### src/sv/cftm_mac.sv
// Shared multiply-accumulate unit: one 24x24 product a cycle, registered before the add.
`default_nettype none
module cftm_mac (
   input  wire logic               clock,
   input  wire logic               clear,
   input  wire logic               enable,
   input  wire logic signed [23:0] op_a,
   input  wire logic signed [23:0] op_b,
   output logic signed [63:0]      acc
);

   logic signed [47:0] prod_ff;
   logic               pvld_ff;
   logic signed [63:0] acc_ff;

   // Product register, then accumulate.
   always_ff @(posedge clock) begin
      prod_ff <= op_a * op_b;
      pvld_ff <= enable & ~clear;
      if (clear) begin
         acc_ff <= '0;
      end else if (pvld_ff) begin
         acc_ff <= acc_ff + 64'(prod_ff);
      end
   end

   assign acc = acc_ff;

endmodule
`default_nettype wire

### config.mk
export PLATFORM = sky130hd
export DESIGN_NAME = cftm_mac
export DESIGN_NICKNAME = d
export VERILOG_FILES = /design/src/sv/cftm_mac.sv
export SDC_FILE = /design/constraint.sdc
export NUM_CORES = 2
export LEC_CHECK = 0
export BUFFER_PORTS_ARGS = -buffer_cell sky130_fd_sc_hd__buf_2
export CAP_MARGIN = 20
export CELL_PAD_IN_SITES_DETAIL_PLACEMENT = 1
export CELL_PAD_IN_SITES_GLOBAL_PLACEMENT = 2
export CORE_ASPECT_RATIO = 0.75
export CORE_MARGIN = 3
export CORE_UTILIZATION = 45
export DETAILED_ROUTE_END_ITERATION = 6
export GPL_TIMING_DRIVEN = 0
export PLACE_DENSITY_LB_ADDON = 0.2
export SETUP_SLACK_MARGIN = 0.4
export SYNTH_ARGS = -nofsm -noshare
export SYNTH_HDL_FRONTEND = slang
export SYNTH_SLANG_ARGS = --single-unit
### constraint.sdc
create_clock -name clock -period 10.9 [get_ports clock]
set_input_delay 1.09 -clock clock [delete_from_list [all_inputs] [get_ports clock]]
set_output_delay 1.09 -clock clock [all_outputs]
set_load 0.01 [all_outputs]
==> flow_summary.json <==
{
  "reg2reg_to": "acc[63]",
  "synth-async-reset-ratio_pct": 0,
  "outcome": "finished, final reports clean",
  "syn_area_sq_um": 28200,
  "cts_setup_buffers": 0,
  "cp-end-kind": "flip-flop",
  "tightest_slew_ns": 1.13,
  "row_count": 78,
  "n_fill_cell": 7213,
  "syn_nets": 3999,
  "regArea_sq_um": 2260,
  "setup_tns_ns": 0,
  "crit_slowest_cell": "a211oi_1",
  "crit_arrival_ns": 9.73,
  "via_count": 22877,
  "synth_edf_count": 0,
  "synth.yosys.seq_area_share_pct": 8.02,
  "globalplace.congestion": 0.966,
  "dr.pass1.iters": 5,
  "htreeDepth": 4,
  "crit_buf_inv": 7,
  "port_buffers": 114,
  "ys_seq_elements": 113,
  "ff2ff_setup_slack_ns": 7.01,
  "dieArea_sq_um": 65700,
  "hold_depth": 2,
  "grt_pass1_vias": 25031,
  "final_cell_area_sq_um": 30400,
  "cts_tree": "yes",
  "cts_root_buf": "clkbuf_16",
  "die_y_um": 223,
  "die_width_um": 295,
  "clkSinkCount": 113,
  "timing.max_cap.violations": 0,
  "viasPerCell": 5.59,
  "path_max_fanout": 10,
  "initial_utilization_pct": 46.1,
  "crit_top_cell": "fa_1",
  "finalCritPeriodShare_pct": 86.1,
  "synth_area_per_cell_sq_um": 8.97,
  "core_sq_um": 61200,
  "fin_skew_ns": 0.0171,
  "post-dp-hpwl_um": 86400,
  "ys.flop_type": "dfxtp_1",
  "hp-class": "reg -> reg",
  "multi_input_area_sq_um": 23000,
  "synth_cells": 3143,
  "max_stage_delay_ns": 0.76,
  "drtAntennaViolNets": 0,
  "drt-total-wl_um": 102000,
  "required_ns": 11.25,
  "reg2regPathDepth": 10,
  "antenna_found_initial": 12,
  "clk_path_buf_depth": 2,
  "hold_end": "acc[47]",
  "fmax_mhz": 107,
  "route.detailed.drc": 0,
  "cts_buffers": 17,
  "synth_cell_types": 82,
  "slew_viol_final": 0,
  "overflow": 0,
  "rsz0062_at_grt": "no",
  "clk_latency_ns": 0.44,
  "holdBufCountCts": 0,
  "grt_max_degree": 20,
  "dp_worst_setup_slack_ns": 1.36,
  "drive_gt1_share_pct": 5.56,
  "finalHoldViolCount": 0,
  "setup_viol": 0,
  "area_growth_pct": 7.84,
  "hp-start": "acc[47]",
  "post_drt_wl_per_cell_um": 24.9,
  "slew_headroom_pct": 24.4,
  "dpl_cell_area_sq_um": 29800,
  "worstReg2RegStart": "prod_ff[47]",
  "dr.first_iter.drc_count": 1853,
  "crit_family": "adder cells",
  "grt_usage_pct": 31.9,
  "io_pins": 115,
  "yosys_warnings": 0,
  "start_kind": "input port",
  "grt_pass1_wl_um": 156000,
  "setup_ws_ns": 1.52,
  "cts_resized": 0,
  "cts.clk_slew.worst_paths_ns": 0.07,
  "nets": 4132,
  "path_class": "in -> reg",
  "min_period_ns": 9.38
}
==> sequential cells by signal, summed over array words and instances, names as in the netlist <==
signal	flops
prod_ff	48
acc	64
pvld_ff	1
==> area by class of cell <==
| type | instances | area share, % |
|---|---|---|
| diodes | 4 | 0.0329 |
| plain buffers | 145 | 1.96 |
| clock buffers | 19 | 1.46 |
| clock inverters | 13 | 0.613 |
| inverters | 633 | 7.81 |
| multi-input cells | 2252 | 75.5 |
| flip-flops and latches | 113 | 7.44 |
| well taps | 800 | 3.29 |
| repair buffers | 114 | 1.88 |
==> layout by cell type (no fill, tap or decap), drive strengths merged, types with 6 or more instances in the layout <==
cell type    n
a211o        6
nor2       108
clkinv       7
mux2i       33
ha         197
nor4         7
o211ai      18
inv        631
xnor2       61
nand2      380
a21boi      10
o21ai       65
nor3b        7
nand4       18
nand3       30
a21o        55
fa         608
o21a        12
a21oi      120
nor3        30
dfxtp      113
xor2        37
a31oi       13
o22ai       11
nor2b       12
clkbuf     144
and2       277
nand2b      10
a211oi      20
and3         9
buf        133
o21bai      28
==> cell usage after synthesis, drive strengths merged, types with 3 or more instances <==
cell	instances	share of area [%]
a211o	6	0.19
a211oi	20	0.60
a21boi	10	0.27
a21o	55	1.5
a21oi	120	2.2
a221oi	3	0.093
a22oi	3	0.098
a31oi	13	0.31
a41oi	3	0.093
and2	277	6.1
and3	9	0.20
buf	19	0.38
clkbuf	125	1.7
dfxtp	113	8.0
fa	608	43
ha	197	8.7
inv	631	8.4
mux2i	33	1.2
nand2	380	5.1
nand2b	10	0.22
nand3	30	0.53
nand3b	5	0.13
nand4	18	0.40
nand4b	3	0.093
nor2	108	1.4
nor2b	12	0.27
nor3	30	0.53
nor3b	7	0.19
nor4	7	0.18
o2111ai	5	0.18
o211ai	18	0.50
o21a	12	0.32
o21ai	65	1.2
o21bai	28	0.75
o22ai	11	0.24
o31a	4	0.12
o31ai	5	0.13
or2	4	0.089
or3	5	0.11
or4	5	0.13
xnor2	61	1.9
xor2	37	1.1
==> layer usage <==
layer / GRT usage, % / wire length [um] / vias up
met3: 6.44 / 8250 / 155
met1: 47.5 / 46400 / 11996
met2: 47.3 / 44300 / 794
li1: - / - / 9930
met5: 0 / 7 / -
met4: 8.34 / 2890 / 2
==> logic make-up after synthesis <==
group | count (synthesis) | synth area share (%)
xor+xnor | 98 | 3.04
flops | 113 | 8.02
buf+inv | 778 | 10.5
fa+ha+maj | 805 | 51.9
compound gates | 400 | 9.39
mux | 35 | 1.25
simple gates | 914 | 15.8
==> worst min-delay path, delay by kind of cell (launching register included) <==
kind | cells | cell delay (ns)
AOI/OAI and AO/OA | 1 | 0.05
DFF | 1 | 0.33
and+or+nand+nor | 1 | 0.07
==> through the flow <==
| step | util (%) | cells | hold slack (ns) |
|---|---|---|---|
| detailed placement | 48.6 | 4057 | 0.483 |
| finish | 49.7 | 4093 | 0.488 |
| floorplan | - | 3143 | 0.502 |
| CTS | 49.7 | 4089 | 0.494 |
| global route | 49.7 | 4090 | 0.527 |
| global placement | 48.6 | 4057 | 0.476 |
==> worst max path at each step <==
stage,startpoint,endpoint,depth (start not counted)
after global placement,op_a[12],prod_ff[46],25
after floorplan,op_a[23],prod_ff[45],22
final,op_a[12],prod_ff[46],25
after global routing,op_a[12],prod_ff[44],25
after CTS,op_a[12],prod_ff[46],25
after detailed placement,op_b[3],prod_ff[46],25
Power is left out: the tool's default activity adds up to more than one toggle a clock period on the data nets, which glitch-free logic cannot reach.
