==> src/sv/cftm_pkg.sv <==
// Package: shared types, constants and the coefficient functions of the THD meter.
`default_nettype none
package cftm_pkg;

   localparam int TAPS      = 281;
   localparam int COMB_MAX  = 256;
   localparam int BLOCK_MAX = 4096;
   localparam int ROM_LEN   = 281;
   localparam int ROM_HALF  = 141;

   localparam int TAP_W  = 9;   // bits to index the taps
   localparam int COMB_W = 8;   // bits to index the comb line
   localparam int CNT_W  = 12;  // sample counter bits

   localparam logic [1:0] CSR_GAIN_IN  = 2'd0;
   localparam logic [1:0] CSR_GAIN_FB  = 2'd1;
   localparam logic [1:0] CSR_DELAY    = 2'd2;
   localparam logic [1:0] CSR_BLOCK    = 2'd3;

   localparam logic [11:0] CODE_MAX = 12'd4095;
   localparam logic [23:0] RATIO_M  = 24'd16769025;  // 4095 squared

   typedef enum logic [3:0] {
      ST_IDLE,
      ST_COMB,
      ST_CLEAR,
      ST_MAC,
      ST_FLUSH,
      ST_ROUND,
      ST_ENERGY,
      ST_CHECK,
      ST_DIV,
      ST_SQRT,
      ST_OUT
   } state_type;

   // Half tables of both filters, in units of 1e-8.
   function automatic int rom_total_half(input logic [7:0] j);
      case (j)
         8'd0: return 54709;     8'd1: return 85821;     8'd2: return 108468;
         8'd3: return 119782;    8'd4: return 118063;    8'd5: return 103018;
         8'd6: return 75842;     8'd7: return 39142;     8'd8: return -3305;
         8'd9: return -46940;    8'd10: return -86900;   8'd11: return -118560;
         8'd12: return -138062;  8'd13: return -142775;  8'd14: return -131636;
         8'd15: return -105329;  8'd16: return -66264;   8'd17: return -18373;
         8'd18: return 33281;    8'd19: return 83032;    8'd20: return 125230;
         8'd21: return 154871;   8'd22: return 168189;   8'd23: return 163116;
         8'd24: return 139577;   8'd25: return 99569;    8'd26: return 47004;
         8'd27: return -12659;   8'd28: return -72977;   8'd29: return -127208;
         8'd30: return -169062;  8'd31: return -193417;  8'd32: return -196939;
         8'd33: return -178513;  8'd34: return -139448;  8'd35: return -83409;
         8'd36: return -16091;   8'd37: return 55352;    8'd38: return 123057;
         8'd39: return 179310;   8'd40: return 217413;   8'd41: return 232473;
         8'd42: return 222008;   8'd43: return 186308;   8'd44: return 128499;
         8'd45: return 54292;    8'd46: return -28571;   8'd47: return -111112;
         8'd48: return -184076;  8'd49: return -238960;  8'd50: return -268987;
         8'd51: return -269927;  8'd52: return -240656;  8'd53: return -183390;
         8'd54: return -103553;  8'd55: return -9287;    8'd56: return 89368;
         8'd57: return 181523;   8'd58: return 256631;   8'd59: return 305672;
         8'd60: return 322221;   8'd61: return 303250;   8'd62: return 249594;
         8'd63: return 165996;   8'd64: return 60715;    8'd65: return -55263;
         8'd66: return -169352;  8'd67: return -268711;  8'd68: return -341668;
         8'd69: return -379060;  8'd70: return -375353;  8'd71: return -329390;
         8'd72: return -244691;  8'd73: return -129234;  8'd74: return 5256;
         8'd75: return 144476;   8'd76: return 273027;   8'd77: return 376092;
         8'd78: return 441103;   8'd79: return 459229;   8'd80: return 426509;
         8'd81: return 344492;   8'd82: return 220288;   8'd83: return 66011;
         8'd84: return -102357;  8'd85: return -266574;  8'd86: return -408069;
         8'd87: return -509985;  8'd88: return -559122;  8'd89: return -547564;
         8'd90: return -473792;  8'd91: return -343144;  8'd92: return -167537;
         8'd93: return 35534;    8'd94: return 244675;   8'd95: return 436761;
         8'd96: return 589403;   8'd97: return 683457;   8'd98: return 705295;
         8'd99: return 648588;   8'd100: return 515384;  8'd101: return 316327;
         8'd102: return 69960;   8'd103: return -198875; 8'd104: return -461399;
         8'd105: return -687811; 8'd106: return -850482; 8'd107: return -927093;
         8'd108: return -903384; 8'd109: return -775210; 8'd110: return -549635;
         8'd111: return -244920; 8'd112: return 110695;  8'd113: return 481311;
         8'd114: return 826659;  8'd115: return 1106056; 8'd116: return 1282667;
         8'd117: return 1327681; 8'd118: return 1223947; 8'd119: return 968721;
         8'd120: return 575162;  8'd121: return 72398;   8'd122: return -495946;
         8'd123: return -1074696; 8'd124: return -1601344; 8'd125: return -2011209;
         8'd126: return -2243114; 8'd127: return -2245072; 8'd128: return -1979480;
         8'd129: return -1427310; 8'd130: return -590914; 8'd131: return 504896;
         8'd132: return 1813613; 8'd133: return 3269670; 8'd134: return 4792745;
         8'd135: return 6293426; 8'd136: return 7679791; 8'd137: return 8864337;
         8'd138: return 9770707; 8'd139: return 10339625; 8'd140: return 10533549;
         default: return 0;
      endcase
   endfunction

   function automatic int rom_fund_half(input logic [7:0] j);
      case (j)
         8'd0: return 32125;     8'd1: return 28024;     8'd2: return 23664;
         8'd3: return 19048;     8'd4: return 14179;     8'd5: return 9063;
         8'd6: return 3704;      8'd7: return -1891;     8'd8: return -7714;
         8'd9: return -13757;    8'd10: return -20011;   8'd11: return -26466;
         8'd12: return -33111;   8'd13: return -39934;   8'd14: return -46923;
         8'd15: return -54063;   8'd16: return -61340;   8'd17: return -68739;
         8'd18: return -76242;   8'd19: return -83834;   8'd20: return -91496;
         8'd21: return -99210;   8'd22: return -106955;  8'd23: return -114712;
         8'd24: return -122460;  8'd25: return -130177;  8'd26: return -137842;
         8'd27: return -145430;  8'd28: return -152920;  8'd29: return -160287;
         8'd30: return -167506;  8'd31: return -174554;  8'd32: return -181405;
         8'd33: return -188034;  8'd34: return -194415;  8'd35: return -200523;
         8'd36: return -206331;  8'd37: return -211814;  8'd38: return -216945;
         8'd39: return -221699;  8'd40: return -226049;  8'd41: return -229971;
         8'd42: return -233438;  8'd43: return -236425;  8'd44: return -238907;
         8'd45: return -240861;  8'd46: return -242261;  8'd47: return -243085;
         8'd48: return -243309;  8'd49: return -242912;  8'd50: return -241871;
         8'd51: return -240168;  8'd52: return -237780;  8'd53: return -234690;
         8'd54: return -230880;  8'd55: return -226333;  8'd56: return -221033;
         8'd57: return -214965;  8'd58: return -208115;  8'd59: return -200473;
         8'd60: return -192026;  8'd61: return -182764;  8'd62: return -172681;
         8'd63: return -161768;  8'd64: return -150020;  8'd65: return -137434;
         8'd66: return -124006;  8'd67: return -109737;  8'd68: return -94627;
         8'd69: return -78678;   8'd70: return -61894;   8'd71: return -44280;
         8'd72: return -25844;   8'd73: return -6595;    8'd74: return 13457;
         8'd75: return 34299;    8'd76: return 55919;    8'd77: return 78299;
         8'd78: return 101425;   8'd79: return 125275;   8'd80: return 149831;
         8'd81: return 175070;   8'd82: return 200968;   8'd83: return 227501;
         8'd84: return 254642;   8'd85: return 282363;   8'd86: return 310634;
         8'd87: return 339425;   8'd88: return 368703;   8'd89: return 398435;
         8'd90: return 428585;   8'd91: return 459119;   8'd92: return 489998;
         8'd93: return 521185;   8'd94: return 552641;   8'd95: return 584325;
         8'd96: return 616196;   8'd97: return 648212;   8'd98: return 680332;
         8'd99: return 712511;   8'd100: return 744706;  8'd101: return 776873;
         8'd102: return 808967;  8'd103: return 840943;  8'd104: return 872756;
         8'd105: return 904360;  8'd106: return 935710;  8'd107: return 966761;
         8'd108: return 997467;  8'd109: return 1027783; 8'd110: return 1057664;
         8'd111: return 1087065; 8'd112: return 1115943; 8'd113: return 1144254;
         8'd114: return 1171955; 8'd115: return 1199004; 8'd116: return 1225359;
         8'd117: return 1250980; 8'd118: return 1275828; 8'd119: return 1299863;
         8'd120: return 1323049; 8'd121: return 1345349; 8'd122: return 1366728;
         8'd123: return 1387153; 8'd124: return 1406591; 8'd125: return 1425012;
         8'd126: return 1442387; 8'd127: return 1458687; 8'd128: return 1473887;
         8'd129: return 1487962; 8'd130: return 1500891; 8'd131: return 1512652;
         8'd132: return 1523226; 8'd133: return 1532597; 8'd134: return 1540749;
         8'd135: return 1547669; 8'd136: return 1553347; 8'd137: return 1557772;
         8'd138: return 1560938; 8'd139: return 1562840; 8'd140: return 1563474;
         default: return 0;
      endcase
   endfunction

   // Scale 1e-8 units to Q1.23, rounding half away from zero (elaboration only).
   function automatic logic signed [23:0] to_q23(input int v);
      longint m;
      longint q;
      m = (v < 0) ? -longint'(v) : longint'(v);
      q = (m * 64'sd8388608 + 64'sd50000000) / 64'sd100000000;
      return (v < 0) ? 24'(-q) : 24'(q);
   endfunction

   // Half tables already scaled to Q1.23, built once at elaboration.
   typedef logic [ROM_HALF-1:0][23:0] coef_tab_type;

   function automatic coef_tab_type build_total_tab();
      coef_tab_type t;
      for (int j = 0; j < ROM_HALF; j++) begin
         t[j] = to_q23(rom_total_half(8'(j)));
      end
      return t;
   endfunction

   function automatic coef_tab_type build_fund_tab();
      coef_tab_type t;
      for (int j = 0; j < ROM_HALF; j++) begin
         t[j] = to_q23(rom_fund_half(8'(j)));
      end
      return t;
   endfunction

   localparam coef_tab_type TOTAL_Q23 = build_total_tab();
   localparam coef_tab_type FUND_Q23  = build_fund_tab();

   // Full symmetric coefficient for tap j; zero beyond the table.
   function automatic logic signed [23:0] coeff_total(input logic [TAP_W-1:0] j);
      logic [TAP_W-1:0] k;
      k = (j < TAP_W'(ROM_HALF)) ? j : TAP_W'(ROM_LEN - 1) - j;
      if (j >= TAP_W'(ROM_LEN)) return '0;
      return TOTAL_Q23[k[7:0]];
   endfunction

   function automatic logic signed [23:0] coeff_fund(input logic [TAP_W-1:0] j);
      logic [TAP_W-1:0] k;
      k = (j < TAP_W'(ROM_HALF)) ? j : TAP_W'(ROM_LEN - 1) - j;
      if (j >= TAP_W'(ROM_LEN)) return '0;
      return FUND_Q23[k[7:0]];
   endfunction

   // Round-half-up shift right by s, then saturate to 24-bit signed.
   function automatic logic signed [23:0] round_sat(input logic signed [63:0] v,
                                                    input int s);
      logic signed [63:0] t;
      t = (v + (64'sd1 <<< (s - 1))) >>> s;
      if (t > 64'sd8388607) return 24'sh7FFFFF;
      if (t < -64'sd8388608) return 24'sh800000;
      return t[23:0];
   endfunction

endpackage
`default_nettype wire

==> src/sv/cftm_root.sv <==
// Serial ratio divider followed by a serial integer square root.
`default_nettype none
module cftm_root (
   input  wire logic        clock,
   input  wire logic        reset,
   input  wire logic        start,
   input  wire logic [63:0] num,
   input  wire logic [63:0] den,
   output logic             done,
   output logic [11:0]      root
);

   logic [63:0] r_ff;
   logic [23:0] q_ff;
   logic [4:0]  i_ff;
   logic        div_ff;
   logic        sq_ff;
   logic [31:0] v_ff;
   logic [31:0] res_ff;
   logic [31:0] bit_ff;
   logic        done_ff;

   logic [63:0] r1;
   logic [23:0] q1;
   logic [63:0] r2;
   logic [23:0] q2;

   // One divider bit: double the remainder, then add the numerator if m has a one.
   always_comb begin
      if (r_ff >= den - r_ff) begin
         r1 = r_ff - (den - r_ff);
         q1 = {q_ff[22:0], 1'b1};
      end else begin
         r1 = r_ff + r_ff;
         q1 = {q_ff[22:0], 1'b0};
      end
      r2 = r1;
      q2 = q1;
      if (cftm_pkg::RATIO_M[i_ff]) begin
         if (r1 >= den - num) begin
            r2 = r1 - (den - num);
            q2 = q1 + 24'd1;
         end else begin
            r2 = r1 + num;
         end
      end
   end

   // Divider then root sequence.
   always_ff @(posedge clock) begin
      done_ff <= 1'b0;
      if (reset) begin
         div_ff <= 1'b0;
         sq_ff  <= 1'b0;
      end else if (start) begin
         div_ff <= 1'b1;
         r_ff   <= '0;
         q_ff   <= '0;
         i_ff   <= 5'd23;
      end else if (div_ff) begin
         r_ff <= r2;
         q_ff <= q2;
         i_ff <= i_ff - 5'd1;
         if (i_ff == 5'd0) begin
            div_ff <= 1'b0;
            sq_ff  <= 1'b1;
            v_ff   <= {8'd0, q2};
            res_ff <= '0;
            bit_ff <= 32'h4000_0000;
         end
      end else if (sq_ff) begin
         if (bit_ff == 32'd0) begin
            sq_ff   <= 1'b0;
            done_ff <= 1'b1;
         end else if (bit_ff > v_ff && res_ff == 32'd0) begin
            bit_ff <= bit_ff >> 2;
         end else begin
            if (v_ff >= res_ff + bit_ff) begin
               v_ff   <= v_ff - (res_ff + bit_ff);
               res_ff <= (res_ff >> 1) + bit_ff;
            end else begin
               res_ff <= res_ff >> 1;
            end
            bit_ff <= bit_ff >> 2;
         end
      end
   end

   assign done = done_ff;
   assign root = res_ff[11:0];

endmodule
`default_nettype wire

==> config.mk <==
export PLATFORM = sky130hd
export DESIGN_NAME = cftm_root
export DESIGN_NICKNAME = d
export VERILOG_FILES = /design/src/sv/cftm_pkg.sv /design/src/sv/cftm_root.sv
export SDC_FILE = /design/constraint.sdc
export NUM_CORES = 1
export LEC_CHECK = 0
export BUFFER_PORTS_ARGS = -buffer_cell sky130_fd_sc_hd__buf_2
export CAP_MARGIN = 25
export CORE_MARGIN = 1
export CORE_UTILIZATION = 35
export CTS_CLUSTER_SIZE = 12
export DETAILED_ROUTE_END_ITERATION = 8
export PLACE_DENSITY = 0.58
export RECOVER_POWER = 100
export SETUP_SLACK_MARGIN = 0.4
export SLEW_MARGIN = 0
export SYNTH_ARGS = -nofsm -noshare
export SYNTH_HDL_FRONTEND = slang
export SYNTH_SLANG_ARGS = --single-unit
==> constraint.sdc <==
create_clock -name clock -period 19.95 [get_ports clock]
set_clock_uncertainty 0.1 [all_clocks]
set_input_delay 1.995 -clock clock [delete_from_list [all_inputs] [get_ports clock]]
set_output_delay 1.995 -clock clock [all_outputs]
set_load 0.05 [all_outputs]
==> out/results.env <==
HPWLAFTERDP_MM=82.71
SYNTH_ENABLE_FLOP_CELLS=172
SYNTH.CELLS.MOST_FREQUENT='sky130_fd_sc_hd__a21oi_1, sky130_fd_sc_hd__ha_1, sky130_fd_sc_hd__nor2_1'
CRITICAL_PATH.MOST_COMMON_CELL='sky130_fd_sc_hd__a21oi_1'
ROUTE.DETAILED.VIAS_PER_INST=5.665
FLOORPLAN.DIE.HEIGHT_UM=295.4
WIRELENGTH_MM=101.5
WORST-SLEW-PIN-TRANSITION_PS=4038
SETUP_REPAIR_AFTER_GLOBAL_ROUTING_MISSED_ITS_MARGIN='no'
POST_SYNTH_XOR_AREA_FRACTION_PCT=11.19
CRITICAL_PATH.MAX_FANOUT=46
YS_TOP_CELLS_BY_AREA='sky130_fd_sc_hd__edfxtp_1, sky130_fd_sc_hd__ha_1, sky130_fd_sc_hd__a21oi_1, sky130_fd_sc_hd__xnor2_1, sky130_fd_sc_hd__a21o_1'
FINALSETUPTNS_PS=0
SHARE_OF_THE_SYNTHESIZED_AREA_IN_COMPOUND_GATES_AO_OA_AOI_OAI_PCT=29.52
CRITICAL_PATH_ARRIVAL_PS=16580
DETAILED_PLACE.AREA_UM2=31860
GRT_MAX_DEGREE=92
POSTCTSRESIZEDCELLS=0
CP_NUM_BUF_INV=6
DRCVIOLATIONCOUNT=0
GRT_OVERFLOW=0
CRITICALPATHCATEGORY='primary input to register'
YS_ASYNC_RST_SHARE_PCT=0
MIN_PATH_TYPE='register to register'
DESIGN_AREA_UM2=32360
MIN_PERIOD_PS=16440
GRT_ANTENNA_BEFORE_REPAIR=10
SYNTH_TOP_FAMILY_BY_AREA='compound AO/OA/AOI/OAI gates'
FINALCRITPERIODSHARE_PCT=82.41
TRITONCTS='done'
GRT_USE_TOTAL_PCT=22.82
CLOCK-SINKS=176
WIRE_LENGTH_OF_THE_FIRST_GLOBAL_ROUTING_PASS_MM=155.6
YOSYS.AREA_SHARE.SIMPLE_PCT=19.32
CRIT_PATH_MAX_INCR_DELAY_PS=1730
H-TREE-DEPTH=4
FILLERS=9101
SYNTH-ADDER-AREA-SHARE_PCT=16.91
WORSTSETUPSTARTPOINT='den[0]'
CTS-HOLD-FIX-BUFFERS=0
YS.FLOP_TYPE='sky130_fd_sc_hd__edfxtp_1'
WL_PER_CELL_UM=19.60
SYNTH.LARGEST_AREA_CELL='sky130_fd_sc_hd__edfxtp_1'
CORE_REGION_AREA_UM2=85280
WORSTHOLDSTART='sq_ff'
CTS_BUFFERS=17
SYNTH_TOP_AREA_SHARE_PCT=17.14
CRITICAL_PATH.SLOWEST_CELL='sky130_fd_sc_hd__clkbuf_1'
FLOW.AREA_GROWTH_FROM_SYNTHESIS_PCT=7.395
POSTSYNTHNETCOUNT=4516
NETLIST-CELL-TYPE-COUNT=106
DRT-PASS1-ITER-COUNT=6
WORSTSKEWPAIRLATENCY_PS=530
POST_SYNTH_INSTANCE_AREA_UM2=30130
CRITPATHCAPTURETYPE='register'
FINALNETCOUNT=4547
YOSYS_WARNINGS=0
TOP_LEVEL_PORTS=144
DRIVE_ABOVE_1_SHARE_PCT=6.134
DRT_ITER0_DRC=2265
CORE.ROWCOUNT=107
VIOLATIONS='max-capacitance violations, max-slew violations'
TIMING_HOLD_VIOLATIONS_FINAL=0
TIMING_MAX_TRANSITION_VIOLATIONS_FINAL=407
GP_CONGESTION=0.9862
SLEW_HEADROOM_PCT=-169.2
CTS.ROOT.BUFFER_CELL='sky130_fd_sc_hd__clkbuf_16'
DIE-WIDTH_UM=295.4
CRITICAL-PATH-TOP-DELAY-FAMILY='compound AO/OA/AOI/OAI gates'
UTILIZATION_PCT=37.95
YOSYS.CELL_COUNT.TOP_TYPE='sky130_fd_sc_hd__a21oi_1'
SYNTHESIS.INSTANCES=3983
PORTBUFFERS=143
POSTSYNTHREGISTERBITS=176
RUN_STATUS='finished, violations left'
TIMING.CRITICAL_PATH.FROM_TYPE='primary input'
DIE_AREA_UM2=87270
YOSYS-MUX-AREA-FRACTION_PCT=0.4111
DATA_REQUIRED_TIME_AT_THE_WORST_ENDPOINT_PS=20090
FINAL_LAYOUT_WORST_HOLD_SLACK_PS=420.0
DRV_CAP=8
GRT_PASS1_VIAS=27370
POSTROUTEANTENNANETS=0
CLK_PATH_BUF_DEPTH=2
SYNTHESIS.AREA_PER_INSTANCE_UM2=7.566
CTS.REPORTEDPATHS.CLKPINSLEW_PS=70
SETUP_VIOL=0
REG2REG_FROM='r_ff[1]'
SYNTH_SEQUENTIAL_AREA_RATIO_PCT=17.41
POSTCTSSETUPREPAIRBUFS=0
DETAILROUTE.VIA_COUNT=29320
START_UTIL_PCT=35.34
FMAXACHIEVABLE_MHz=60.83
## path summary, 6_finish.rpt
| path | end | slack (ps) | depth (start not counted) |
|---|---|---|---|
| max | r_ff[55] | 3510 | 48 |
| min | sq_ff | 420 | 2 |
| max reg2reg | r_ff[55] | 4540 | 44 |
| min reg2reg | sq_ff | 420 | 2 |
## worst min-delay path, stage by stage (launching register included)
cell and delay [ps]:
sky130_fd_sc_hd__dfxtp_1 320, sky130_fd_sc_hd__nand2b_1 80, sky130_fd_sc_hd__o21ai_0 70
## metrics by stage
step	setup WS, ps	std cells
3_3_place_gp	5558	5137
6_report	3510	5176
4_1_cts	5900	5171
3_5_place_dp	5402	5139
5_1_grt	2459	5172
2_1_floorplan	8302	3983
## placed cells by master (no fill, tap or decap), types with 19 or more instances in the layout
master	n
sky130_fd_sc_hd__xor2_1	178
sky130_fd_sc_hd__nand4_1	71
sky130_fd_sc_hd__xnor2_1	207
sky130_fd_sc_hd__and4_1	19
sky130_fd_sc_hd__clkbuf_1	24
sky130_fd_sc_hd__o21ai_0	240
sky130_fd_sc_hd__o21a_1	38
sky130_fd_sc_hd__nor3_1	68
sky130_fd_sc_hd__nor2b_1	73
sky130_fd_sc_hd__a211oi_1	70
sky130_fd_sc_hd__buf_2	129
sky130_fd_sc_hd__o21bai_1	80
sky130_fd_sc_hd__a31o_2	29
sky130_fd_sc_hd__a21o_1	216
sky130_fd_sc_hd__o31ai_1	27
sky130_fd_sc_hd__a31oi_1	48
sky130_fd_sc_hd__a21oi_1	432
sky130_fd_sc_hd__nor2_1	365
sky130_fd_sc_hd__and3_1	34
sky130_fd_sc_hd__nor4_1	25
sky130_fd_sc_hd__ha_1	398
sky130_fd_sc_hd__inv_1	257
sky130_fd_sc_hd__nand2b_1	58
sky130_fd_sc_hd__nand2_1	341
sky130_fd_sc_hd__nand3_1	89
sky130_fd_sc_hd__edfxtp_1	172
## state kept, by name (all words and copies together) (netlist names), named ones only
| register | flops |
|---|---|
| bit_ff | 16 |
| i_ff | 5 |
| done | 1 |
| v_ff | 32 |
| res_ff | 32 |
| sq_ff | 1 |
| q_ff | 23 |
| r_ff | 64 |
| div_ff | 1 |
## per-layer routing
metal	share of wire (%)	wire (um)	GRT usage, %
met1	46	46300	30.54
met2	46	46380	37.37
met3	5.2	5255	2.736
met4	3.4	3474	8.530
met5	0.039	40	0
## logic make-up after synthesis
| logic type | Yosys count |
|---|---|
| compound gates | 1374 |
| xor+xnor | 385 |
| fa+ha+maj | 405 |
| buf+inv | 406 |
| flops | 176 |
| mux | 12 |
| simple gates | 1225 |
## final cells by class
type                            count  area (um2)  area share [%]
Inverter                          258       968.4           2.992
Sequential cell                   176        5249           16.22
Multi-Input combinational cell   3401       23290           71.98
Tap cell                         1144        1431           4.423
Clock inverter                     14       165.2          0.5103
Timing Repair Buffer              160       812.0           2.509
Antenna cell                        5       12.51         0.03866
Clock buffer                       18       429.2           1.326
Power is left out: the tool's default activity adds up to more than one toggle a clock period on the data nets, which glitch-free logic cannot reach.
